**src/hw/rtl/sla_pkg.sv**
```systemverilog
// ----------------------------------------------------------------------------
// sla_pkg
// Shared types and constants of the semi-Lagrangian advection sampler.
// ----------------------------------------------------------------------------
package sla_pkg;

  localparam int MAX_WIDTH   = 64;
  localparam int MAX_HEIGHT  = 64;
  localparam int COORD_BITS  = 6;
  localparam int ADDR_BITS   = 2 * COORD_BITS;
  localparam int SAMPLE_W    = 16;
  localparam int WORD_BITS   = 4 * SAMPLE_W;
  localparam int BASE_BITS   = 18;
  localparam int FOLD_STEPS  = BASE_BITS;

  localparam logic [2:0] REG_GRID_WIDTH  = 3'd0;
  localparam logic [2:0] REG_GRID_HEIGHT = 3'd1;
  localparam logic [2:0] REG_WRAP_H      = 3'd2;
  localparam logic [2:0] REG_WRAP_V      = 3'd3;
  localparam logic [2:0] REG_STEP_LENGTH = 3'd4;

  typedef struct packed {
    logic [COORD_BITS-1:0] x0;
    logic [COORD_BITS-1:0] x1;
    logic [COORD_BITS-1:0] y0;
    logic [COORD_BITS-1:0] y1;
  } taps_t;

  typedef struct packed {
    logic [6:0] ew;
    logic [6:0] eh;
    logic       wrap_h;
    logic       wrap_v;
  } fold_cfg_t;

endpackage

```
**src/hw/rtl/sla_fold.sv**
```systemverilog
// ----------------------------------------------------------------------------
// sla_fold
// Folds the base tap onto the grid: bit-serial remainder for periodic axes,
// clamping otherwise.
// ----------------------------------------------------------------------------
module sla_fold import sla_pkg::*; (
  input  logic                        clk,
  input  logic                        rst_n,
  input  logic                        start,
  input  logic signed [BASE_BITS-1:0] bx,
  input  logic signed [BASE_BITS-1:0] by,
  input  fold_cfg_t                   cfg,
  output logic                        done,
  output taps_t                       taps
);

  logic                        run_r, run_nxt;
  logic [4:0]                  cnt_r, cnt_nxt;
  logic [BASE_BITS-1:0]        magx_r, magx_nxt, magy_r, magy_nxt;
  logic [6:0]                  remx_r, remx_nxt, remy_r, remy_nxt;
  logic signed [BASE_BITS-1:0] bx_r, by_r;
  logic                        done_r, done_nxt;
  taps_t                       taps_r, taps_nxt;
  logic [7:0]                  tx_s, ty_s;
  logic [6:0]                  rx, ry, rx1, ry1;
  logic signed [BASE_BITS:0]   bx1, by1, ewx, ehx;

  always_comb begin
    run_nxt  = run_r;
    cnt_nxt  = cnt_r;
    magx_nxt = magx_r;
    magy_nxt = magy_r;
    remx_nxt = remx_r;
    remy_nxt = remy_r;
    done_nxt = 1'b0;
    taps_nxt = taps_r;
    tx_s = {remx_r, magx_r[BASE_BITS-1]};
    ty_s = {remy_r, magy_r[BASE_BITS-1]};
    rx  = 7'd0;
    ry  = 7'd0;
    rx1 = 7'd0;
    ry1 = 7'd0;
    bx1 = {bx_r[BASE_BITS-1], bx_r} + 19'sd1;
    by1 = {by_r[BASE_BITS-1], by_r} + 19'sd1;
    ewx = $signed({12'd0, cfg.ew});
    ehx = $signed({12'd0, cfg.eh});
    if (start) begin
      run_nxt  = 1'b1;
      cnt_nxt  = 5'd0;
      magx_nxt = bx[BASE_BITS-1] ? BASE_BITS'(-bx) : BASE_BITS'(bx);
      magy_nxt = by[BASE_BITS-1] ? BASE_BITS'(-by) : BASE_BITS'(by);
      remx_nxt = 7'd0;
      remy_nxt = 7'd0;
    end else if (run_r) begin
      if (cnt_r == 5'(FOLD_STEPS)) begin
        run_nxt = 1'b0;
        done_nxt = 1'b1;
        rx = (bx_r[BASE_BITS-1] && remx_r != 7'd0) ? cfg.ew - remx_r : remx_r;
        ry = (by_r[BASE_BITS-1] && remy_r != 7'd0) ? cfg.eh - remy_r : remy_r;
        rx1 = (rx + 7'd1 == cfg.ew) ? 7'd0 : rx + 7'd1;
        ry1 = (ry + 7'd1 == cfg.eh) ? 7'd0 : ry + 7'd1;
        if (cfg.wrap_h) begin
          taps_nxt.x0 = rx[COORD_BITS-1:0];
          taps_nxt.x1 = rx1[COORD_BITS-1:0];
        end else begin
          taps_nxt.x0 = bx_r[BASE_BITS-1] ? '0 :
                        ({bx_r[BASE_BITS-1], bx_r} >= ewx) ? COORD_BITS'(cfg.ew - 7'd1) :
                        bx_r[COORD_BITS-1:0];
          taps_nxt.x1 = bx1[BASE_BITS] ? '0 :
                        (bx1 >= ewx) ? COORD_BITS'(cfg.ew - 7'd1) : bx1[COORD_BITS-1:0];
        end
        if (cfg.wrap_v) begin
          taps_nxt.y0 = ry[COORD_BITS-1:0];
          taps_nxt.y1 = ry1[COORD_BITS-1:0];
        end else begin
          taps_nxt.y0 = by_r[BASE_BITS-1] ? '0 :
                        ({by_r[BASE_BITS-1], by_r} >= ehx) ? COORD_BITS'(cfg.eh - 7'd1) :
                        by_r[COORD_BITS-1:0];
          taps_nxt.y1 = by1[BASE_BITS] ? '0 :
                        (by1 >= ehx) ? COORD_BITS'(cfg.eh - 7'd1) : by1[COORD_BITS-1:0];
        end
      end else begin
        cnt_nxt  = cnt_r + 5'd1;
        magx_nxt = {magx_r[BASE_BITS-2:0], 1'b0};
        magy_nxt = {magy_r[BASE_BITS-2:0], 1'b0};
        remx_nxt = (tx_s >= {1'b0, cfg.ew}) ? 7'(tx_s - {1'b0, cfg.ew}) : tx_s[6:0];
        remy_nxt = (ty_s >= {1'b0, cfg.eh}) ? 7'(ty_s - {1'b0, cfg.eh}) : ty_s[6:0];
      end
    end
  end

  always_ff @(posedge clk) begin
    if (!rst_n) begin
      run_r  <= 1'b0;
      done_r <= 1'b0;
    end else begin
      run_r  <= run_nxt;
      done_r <= done_nxt;
    end
    cnt_r  <= cnt_nxt;
    magx_r <= magx_nxt;
    magy_r <= magy_nxt;
    remx_r <= remx_nxt;
    remy_r <= remy_nxt;
    taps_r <= taps_nxt;
    if (start) begin
      bx_r <= bx;
      by_r <= by;
    end
  end

  assign done = done_r;
  assign taps = taps_r;

endmodule

```
**config.mk**
```make
export PLATFORM = sky130hd
export DESIGN_NAME = sla_fold
export DESIGN_NICKNAME = d
export VERILOG_FILES = /design/src/hw/rtl/sla_pkg.sv /design/src/hw/rtl/sla_fold.sv
export SDC_FILE = /design/constraint.sdc
export NUM_CORES = 1
export LEC_CHECK = 0
export BUFFER_PORTS_ARGS = -buffer_cell sky130_fd_sc_hd__buf_2
export CORE_ASPECT_RATIO = 0.75
export CORE_MARGIN = 3
export CORE_UTILIZATION = 56
export CTS_BUF_LIST = sky130_fd_sc_hd__clkbuf_4
export DETAILED_ROUTE_END_ITERATION = 10
export GPL_TIMING_DRIVEN = 0
export PLACE_DENSITY = 0.83
export SLEW_MARGIN = 10
export SYNTH_ARGS = -nofsm -noshare
export SYNTH_HDL_FRONTEND = slang
export SYNTH_SLANG_ARGS = --single-unit
```
**constraint.sdc**
```tcl
create_clock -name clk -period 5.1 [get_ports clk]
set_input_delay 0.51 -clock clk [delete_from_list [all_inputs] [get_ports clk]]
set_output_delay 0.51 -clock clk [all_outputs]
set_load 0.01 [all_outputs]
```
==> results.py, run 1 <==
metrics = {
    "clocking": {
        "clk_pin_slew_worst_paths_ns": 0.11,
        "numCtsBuffers": 17,
        "cts_num_sinks": 117,
        "htreeDepth": 4,
        "post-cts-setup-buffers": 0,
        "cts-root-buf": "clkbuf_4",
        "cts_resized": 0,
        "cts_tree": "done",
        "clock_path_buffers": 2,
        "clock_latency_ns": 0.52,
        "holdBufCountCts": 0,
    },
    "global_routing": {
        "grt_pass1_vias": 6738,
        "grt_antenna_before_repair": 0,
        "grt_use_total": 0.249,
        "grt_pass1_wl_um": 33700,
        "grt_max_degree": 42,
        "grt.overflow.total": 0,
    },
    "floorplanning": {
        "core-area_um2": 14600,
        "die_area_um2": 16700,
        "die_h_um": 113,
        "row_count": 38,
        "die_w_um": 148,
        "io_pins": 80,
        "initial_core_util": 0.580,
    },
    "logic_synthesis": {
        "syn-cell-area_um2": 8500,
        "ys_seq_elements": 117,
        "synth_ff_type": "edfxtp_1",
        "ys_seq_area_frac": 0.389,
        "synth_warnings": 0,
        "async_flop_share": 0,
        "syn_inst": 856,
        "synthDistinctLibCells": 84,
        "syn_area_per_cell_um2": 9.93,
        "synth-edff-count": 96,
        "synthesis.nets": 979,
    },
    "critical_path": {
        "crit_start": "bx_r[0]$_DFFE_PP_",
        "ff2ff_setup_slack_ns": 1.26,
        "path_class": "reg -> reg",
        "crit_arrival_ns": 4.10,
        "end_kind": "flip-flop",
        "cp_max_fo": 7,
        "crit_required_ns": 5.36,
        "reg2reg_from": "bx_r[0]$_DFFE_PP_",
        "critPathLaunchType": "flip-flop",
    },
    "pwr": {
        "ir_drop_v": 0.000203,
        "power_density_nw_per_um2": 257,
        "p_leak_uw": 0.00385,
    },
    "detailed_routing": {
        "firstDrtPassIters": 6,
        "wl_um": 20500,
        "ant_nets": 0,
        "routedWlPerCell_um": 17.5,
        "num_vias": 7062,
        "first_iter_violations": 770,
        "drc_errors": 0,
        "viasPerCell": 6.04,
    },
    "final_layout": {
        "layout.nets": 1080,
        "layout_commonest_cell": "edfxtp_1",
        "final_cell_mix": "edfxtp_1 (96), buf_2 (80), nor2_1 (78)",
        "finalCoreUtilization": 0.649,
        "area_growth_pct": 11.9,
        "nFillCells": 1214,
        "drive_above_1_share": 0.151,
        "antenna_cells": 0,
    },
    "placement": {
        "io_buffer_count": 79,
        "post-dp-hpwl_um": 15400,
        "post-place-ws_ns": 1.17,
        "place_congestion": 0.939,
    },
    "min_path": {
        "min-delay-start": "by[7]",
        "hold_path_class": "in -> reg",
    },
    "timing": {
        "finalCriticalPeriod_ns": 3.84,
        "finClkSkew_ns": 0.0205,
        "hold_viol_final": 0,
        "setup_violations": 0,
        "rsz0062_at_grt": "false",
        "fin_ws_ns": 1.26,
        "clock.fmax_ghz": 0.260,
        "tns_ns": 0,
        "period_share": 0.754,
        "slew_viol_final": 0,
        "maxSlewHeadroom": 0.403,
        "worstMarginPinSlew_ns": 0.896,
    },
    "run_status": {
        "status": "finished, final reports clean",
    },
    "job": {
        "maxCapViolCount": 0,
    },
}
-- power breakdown --
part / switching [µW] / internal, µW
Clock: 365 / 408
Sequential: 49.6 / 1110
Combinational: 302 / 208
-- synth_stat cells (4+ instances only) --
library cell	instances	share of area
and3_1	5	0.0037
ha_1	64	0.094
a21oi_1	55	0.032
o22ai_1	22	0.016
o31ai_1	17	0.015
nand3b_1	4	0.0035
or4_1	9	0.0079
nand4_1	10	0.0074
nand2_1	46	0.020
a21o_1	11	0.0097
or4_4	4	0.0053
o32ai_1	5	0.0052
mux2_2	5	0.0066
mux2i_1	35	0.041
or3_1	7	0.0052
a211oi_1	6	0.0053
dfxtp_1	21	0.049
o21ai_0	33	0.019
nor3_1	14	0.0082
nand3_1	19	0.011
and2_1	8	0.0059
a21boi_0	4	0.0035
a31oi_1	4	0.0029
nor2_1	78	0.034
inv_1	61	0.027
clkbuf_1	13	0.0057
a32o_1	4	0.0047
xnor2_1	33	0.034
xor2_1	48	0.049
nand2b_1	8	0.0059
edfxtp_1	96	0.34
o41ai_1	7	0.0072
o2111ai_1	5	0.0052
nor2b_1	10	0.0074
nor4_1	11	0.0081
fa_1	4	0.0094
-- cell type report --
| cell class | instances | area, µm² | share of cell area |
|---|---|---|---|
| Buffer | 20 | 101 | 0.0107 |
| Clock buffer | 21 | 158 | 0.0166 |
| Clock inverter | 11 | 161 | 0.0170 |
| Sequential cell | 117 | 3300 | 0.347 |
| Tap cell | 200 | 250 | 0.0263 |
| Multi-Input combinational cell | 657 | 4870 | 0.512 |
| Inverter | 62 | 233 | 0.0245 |
| Timing Repair Buffer | 82 | 434 | 0.0457 |
-- stage by stage --
step           total power [µW]  instance area (µm²)  instances  hold WS [ns]
6_report                   2440                 9510       1170         0.210
5_1_grt                    2560                 9510       1170         0.170
4_1_cts                    2440                 9510       1170         0.173
3_5_place_dp               1670                 9190       1138         0.515
3_3_place_gp               1650                 9140       1135         0.496
2_1_floorplan              1520                 8500        856         0.470
-- kinds of logic (layout without fill, tap and decap cells) --
kind of cell,after synthesis,after routing,share of synthesized area
adder cells (fa/ha/maj),68,68,0.104
buffers and inverters,82,196,0.0392
AO/OA/AOI/OAI,205,205,0.163
XOR/XNOR,83,83,0.0880
multiplexers,43,43,0.0527
AND/OR/NAND/NOR,258,258,0.164
flip-flops,117,117,0.389
-- layer usage --
layer  track usage  up-vias  part of all wire
met3        0.0545       33             0.087
met5             0        -                 0
met1         0.383     3268              0.48
met2         0.350      337              0.42
met4        0.0757        0             0.016
li1              -     3424                 -
-- path summary, 6_finish.rpt --
check	end	depth (start not counted)
setup reg to reg	taps[16]$_DFFE_PP_	12
hold / removal	by_r[7]$_DFFE_PP_	1
setup / recovery	taps[16]$_DFFE_PP_	12
hold reg to reg	cnt_r[1]$_SDFFE_PP0P_	2
-- registers in the layout, summed over array words and instances, names as in the netlist --
name,count
magy_r,18
magx_r,18
cnt_r,5
done,1
bx_r,18
by_r,18
run_r,1
taps,24
remy_r,7
remx_r,7
-- worst max-delay path: stages, from the launching register on --
cell      delay [ns]
edfxtp_1        0.52
ha_1            0.31
nand3_1         0.28
xnor2_1         0.33
ha_1            0.30
a21o_1          0.16
a21o_1          0.16
a21oi_1         0.14
o21ai_0         0.11
or4_4           0.54
a21oi_4         0.32
mux2i_1         0.28
o32ai_1         0.13
No activity file was read; power rests on OpenSTA's default activity.
==> inputs of run 2 (changes only) <==
==> constraint.sdc (replaced) <==
create_clock -name clk -period 3.8 [get_ports clk]
set_input_delay 0.38 -clock clk [delete_from_list [all_inputs] [get_ports clk]]
set_output_delay 0.38 -clock clk [all_outputs]
set_load 0.01 [all_outputs]
==> results.py, run 2 (synthesized netlist as in run 1, its figures left out) <==
metrics = {
    "critical_path": {
        "end_kind": "flip-flop",
        "crit_arrival_ns": 3.90,
        "path_class": "reg -> reg",
        "crit_required_ns": 4.06,
        "critPathMostFrequentCell": "a21oi_1",
        "cp_cell_sequence": "ha_1, inv_1, fa_1, a21o_1, a2111oi_0, a21oi_1, a21oi_1, nand2b_1, o32a_1, o31ai_4, o22ai_1",
        "cpPeakStageDelay_ns": 0.63,
        "r2r_cells": 11,
        "critPathSlowestCell": "a2111oi_0",
        "cp_max_fo": 6,
        "critPathLaunchType": "flip-flop",
    },
    "final_layout": {
        "layout_commonest_cell": "edfxtp_1",
        "largest_reg_flops": 24,
        "layout.nets": 1085,
        "final_cell_mix": "edfxtp_1 (96), buf_2 (80), nor2_1 (78)",
        "drive_above_1_share": 0.161,
        "final_area_um2": 9580,
        "area_growth_pct": 12.7,
        "antenna_cells": 0,
    },
    "placement": {
        "place_area_um2": 9190,
        "post-dp-hpwl_um": 15400,
        "io_buffer_count": 79,
        "place_congestion": 0.939,
    },
    "timing": {
        "slew_viol_final": 0,
        "maxSlewHeadroom": 0.397,
        "finClkSkew_ns": 0.0264,
        "hold_viol_final": 0,
        "finalCriticalPeriod_ns": 3.63,
        "clock.fmax_ghz": 0.275,
        "period_share": 0.957,
        "worstMarginPinSlew_ns": 0.904,
        "holdWs_ns": 0.0747,
        "setup_violations": 0,
    },
    "floorplanning": {
        "core-area_um2": 14600,
        "row_count": 38,
        "initial_core_util": 0.580,
        "die_h_um": 113,
        "io_pins": 80,
        "die_area_um2": 16700,
        "die_w_um": 148,
    },
    "detailed_routing": {
        "firstDrtPassIters": 7,
        "first_iter_violations": 812,
        "routedWlPerCell_um": 17.5,
        "num_vias": 7102,
        "viasPerCell": 6.04,
        "ant_nets": 0,
        "wl_um": 20600,
        "drc_errors": 0,
    },
    "global_routing": {
        "grt_antenna_before_repair": 0,
        "grt_pass1_vias": 6738,
        "grt_pass1_wl_um": 33700,
        "grt.overflow.total": 0,
        "grt_use_total": 0.249,
        "grt_max_degree": 42,
    },
    "job": {
        "maxCapViolCount": 0,
    },
    "clocking": {
        "cts-root-buf": "clkbuf_4",
        "clk_pin_slew_worst_paths_ns": 0.10,
        "cts_tree": "done",
        "htreeDepth": 4,
        "holdBufCountCts": 0,
        "clock_path_buffers": 2,
        "numCtsBuffers": 17,
        "clock_latency_ns": 0.53,
        "cts_num_sinks": 117,
    },
    "run_status": {
        "status": "finished, final reports clean",
    },
    "min_path": {
        "hold_path_class": "in -> reg",
        "worstHoldPathCells": 1,
    },
    "pwr": {
        "ir_drop_v": 0.000272,
        "power_density_nw_per_um2": 343,
        "p_leak_uw": 0.00388,
    },
}
==> run 2: cell type report <==
type	instances	area [µm²]
clock buffers	21	158
multi-input cells	657	4900
fillers	1205	5070
flip-flops and latches	117	3300
inverters	62	233
well taps	200	250
clock inverters	11	161
repair buffers	88	479
plain buffers	19	97.6
==> run 2: worst paths after layout <==
kind | start | endpoint | slack (ns)
worst max register to register | remx_r[0]$_SDFFE_PP0P_ | taps[15]$_DFFE_PP_ | 0.17
worst min-delay path | by[7] | by_r[7]$_DFFE_PP_ | 0.07
worst max-delay path | remx_r[0]$_SDFFE_PP0P_ | taps[15]$_DFFE_PP_ | 0.17
worst min register to register | cnt_r[1]$_SDFFE_PP0P_ | cnt_r[1]$_SDFFE_PP0P_ | 0.53
==> run 2: metrics by stage <==
step                      setup TNS [ns]  worst slack, ns  instances   util  total power [µW]
after floorplan                        0            0.598        856      -              2030
after global placement             -9.97           -0.403       1135  0.624              2220
after detailed placement               0          0.00124       1138  0.627              2250
after CTS                              0           0.0197       1170  0.649              3280
after global routing             -0.0191          -0.0144       1175  0.654              3440
final                                  0            0.165       1175  0.654              3290
==> run 2: what timing repair did <==
| item | 4_1_cts | 5_1_grt |
|---|---|---|
| gates resized for setup | 0 | 5 |
| setup buffers | 0 | 6 |
| setup endpoints to repair | 0 | 10 |
==> run 2: where the power goes <==
part	leakage (µW)	switching [µW]	internal (µW)	total, µW
registers	0.00110	67.6	1490	1560
logic	0.00260	409	285	694
clock network	0.000179	493	547	1040
==> run 2: metal layers <==
layer  share of wire  global-route usage  vias to the layer above
met5               0                   0                        -
met4           0.015              0.0757                        0
met3           0.088              0.0545                       32
met2            0.42               0.350                      344
met1            0.48               0.383                     3297
li1                -                   -                     3429
==> run 2: critical path: cells and delay by family (launching register included) <==
family	cells	cell delay, ns
flops	1	0.45
buf+inv	1	0.07
fa+ha+maj	2	0.71
compound gates	7	2.06
simple gates	1	0.09
==> inputs of run 3 (changes only) <==
--- a/config.mk
+++ b/config.mk
@@ -5,14 +5,15 @@
 export SDC_FILE = /design/constraint.sdc
 export NUM_CORES = 1
 export LEC_CHECK = 0
-export BUFFER_PORTS_ARGS = -buffer_cell sky130_fd_sc_hd__buf_2
+export CAP_MARGIN = 20
 export CORE_ASPECT_RATIO = 0.75
 export CORE_MARGIN = 3
 export CORE_UTILIZATION = 56
 export CTS_BUF_LIST = sky130_fd_sc_hd__clkbuf_4
 export DETAILED_ROUTE_END_ITERATION = 10
+export DONT_BUFFER_PORTS = 1
 export GPL_TIMING_DRIVEN = 0
-export PLACE_DENSITY = 0.83
+export PLACE_DENSITY = 0.78
 export SLEW_MARGIN = 10
 export SYNTH_ARGS = -nofsm -noshare
 export SYNTH_HDL_FRONTEND = slang
==> results.py, run 3 (synthesized netlist as in run 1, its figures left out) <==
metrics = {
    "global_routing": {
        "grt_antenna_before_repair": 0,
        "grt_use_total": 0.250,
        "grt_pass1_vias": 6431,
        "grt_max_degree": 37,
        "grt_pass1_wl_um": 33300,
        "grt.overflow.total": 0,
    },
    "detailed_routing": {
        "topRoutingLayerUsed": "met4",
        "firstDrtPassIters": 7,
        "drc_errors": 0,
        "wl_met1_um": 10200,
        "met3_length_um": 1890,
        "num_vias": 6953,
        "routedWlPerCell_um": 18.4,
        "first_iter_violations": 559,
        "wl_met2_um": 8490,
        "viasPerCell": 6.13,
        "ant_nets": 0,
        "wl_um": 20900,
    },
    "floorplanning": {
        "initial_core_util": 0.580,
        "die_h_um": 113,
        "die_area_um2": 16700,
        "die_w_um": 148,
        "io_pins": 80,
        "row_count": 38,
        "core-area_um2": 14600,
    },
    "final_layout": {
        "layout.cells.non_filler": 1134,
        "antenna_cells": 0,
        "drive_above_1_share": 0.0846,
        "largest_reg_flops": 24,
        "final_area_um2": 9580,
        "area_growth_pct": 12.7,
        "final_cell_mix": "edfxtp_1 (96), nor2_1 (78), ha_1 (63)",
        "layout_commonest_cell": "edfxtp_1",
        "layout.nets": 1044,
    },
    "pwr": {
        "p_comb_frac": 0.203,
        "power_density_nw_per_um2": 340,
        "p_seq_frac": 0.478,
        "clockPowerShare": 0.319,
        "p_int_uw": 2320,
        "p_leak_uw": 0.00373,
        "p_sw_frac": 0.286,
        "ir_drop_v": 0.000290,
        "p_sw_uw": 931,
    },
    "timing": {
        "period_share": 0.954,
        "tns_ns": 0,
        "fin_ws_ns": 0.174,
        "slew_viol_final": 0,
        "rsz0062_at_grt": "false",
        "clock.fmax_ghz": 0.276,
        "maxSlewHeadroom": 0.420,
        "worstMarginPinSlew_ns": 0.869,
        "finClkSkew_ns": 0.0163,
        "hold_viol_final": 0,
        "holdWs_ns": 0.0254,
        "setup_violations": 0,
        "finalCriticalPeriod_ns": 3.63,
    },
    "min_path": {
        "hold_path_class": "in -> reg",
    },
    "clocking": {
        "cts_num_sinks": 117,
        "numCtsBuffers": 17,
        "clock_latency_ns": 0.56,
        "clk_pin_slew_worst_paths_ns": 0.10,
        "clock_path_buffers": 2,
        "htreeDepth": 4,
        "cts-root-buf": "clkbuf_4",
        "cts_tree": "done",
    },
    "critical_path": {
        "end_kind": "flip-flop",
        "cp_max_fo": 7,
        "path_class": "reg -> reg",
        "critPathLaunchType": "flip-flop",
        "crit_arrival_ns": 3.92,
        "crit_required_ns": 4.09,
        "ff2ff_setup_slack_ns": 0.17,
    },
    "placement": {
        "placed_cells": 1059,
        "post-place-ws_ns": 0.0286,
        "place_area_um2": 8790,
        "place_congestion": 0.988,
        "post-dp-hpwl_um": 15500,
        "io_buffer_count": 0,
    },
    "run_status": {
        "status": "finished, final reports clean",
    },
    "job": {
        "maxCapViolCount": 0,
    },
}
-- run 3: cell count changes in the layout (fill, tap and decap cells not counted), sizes merged --
cell and change:
clkinv -1, dlygate4sd3 +37, buf -79, clkinvlp +1
inv +1
-- run 3: critical path, stage by stage, from the launching register on --
cell and delay, ns:
edfxtp_1 0.50, ha_2 0.30, nand3_2 0.21, xnor2_2 0.21
ha_1 0.30, a21o_1 0.16, a21o_1 0.16, a21oi_1 0.13
o21ai_0 0.12, or4_4 0.55, a21oi_4 0.32, mux2i_1 0.28
o22ai_1 0.11
-- run 3: final cells by class --
class,count,area [µm²]
fill,1179,5070
clock inverter,12,178
multi-input combinational,657,4900
clock buffer,20,150
tap,200,250
timing repair buffer,46,467
buffer,20,101
sequential,117,3300
inverter,62,233
-- run 3: power by group through the flow --
stage                     Combinational, µW  Clock [µW]  Sequential (µW)
after floorplan                         471           0             1560
after global placement                  575           0             1580
after detailed placement                591           0             1580
after CTS                               640        1060             1550
after global routing                    733        1110             1560
final                                   660        1040             1550
-- run 3: per-stage QoR --
step                total power, µW   util
floorplan                      2030      -
global placement               2160  0.597
detailed placement             2170  0.600
CTS                            3250  0.650
global route                   3410  0.654
finish                         3250  0.654
-- run 3: what timing repair did --
| item | CTS | global route |
|---|---|---|
| hold buffers | 38 | 0 |
| hold endpoints to repair | 74 | 0 |
| buffers inserted | 0 | 5 |
| setup endpoints to repair | 0 | 10 |
| gates resized for setup | 0 | 6 |
-- run 3: routing by layer --
layer | up-vias | GRT usage
met5 | - | 0
met4 | 0 | 0.0554
met3 | 32 | 0.0726
met2 | 290 | 0.354
met1 | 3267 | 0.381
li1 | 3364 | -
-- run 3: final timing paths --
check | startpoint | to | cells past startpoint
setup reg to reg | bx_r[1]$_DFFE_PP_ | taps[17]$_DFFE_PP_ | 12
hold / removal | bx[0] | magx_r[0]$_SDFFCE_PN0P_ | 1
hold reg to reg | cnt_r[1]$_SDFFE_PP0P_ | cnt_r[1]$_SDFFE_PP0P_ | 2
setup / recovery | bx_r[1]$_DFFE_PP_ | taps[17]$_DFFE_PP_ | 12
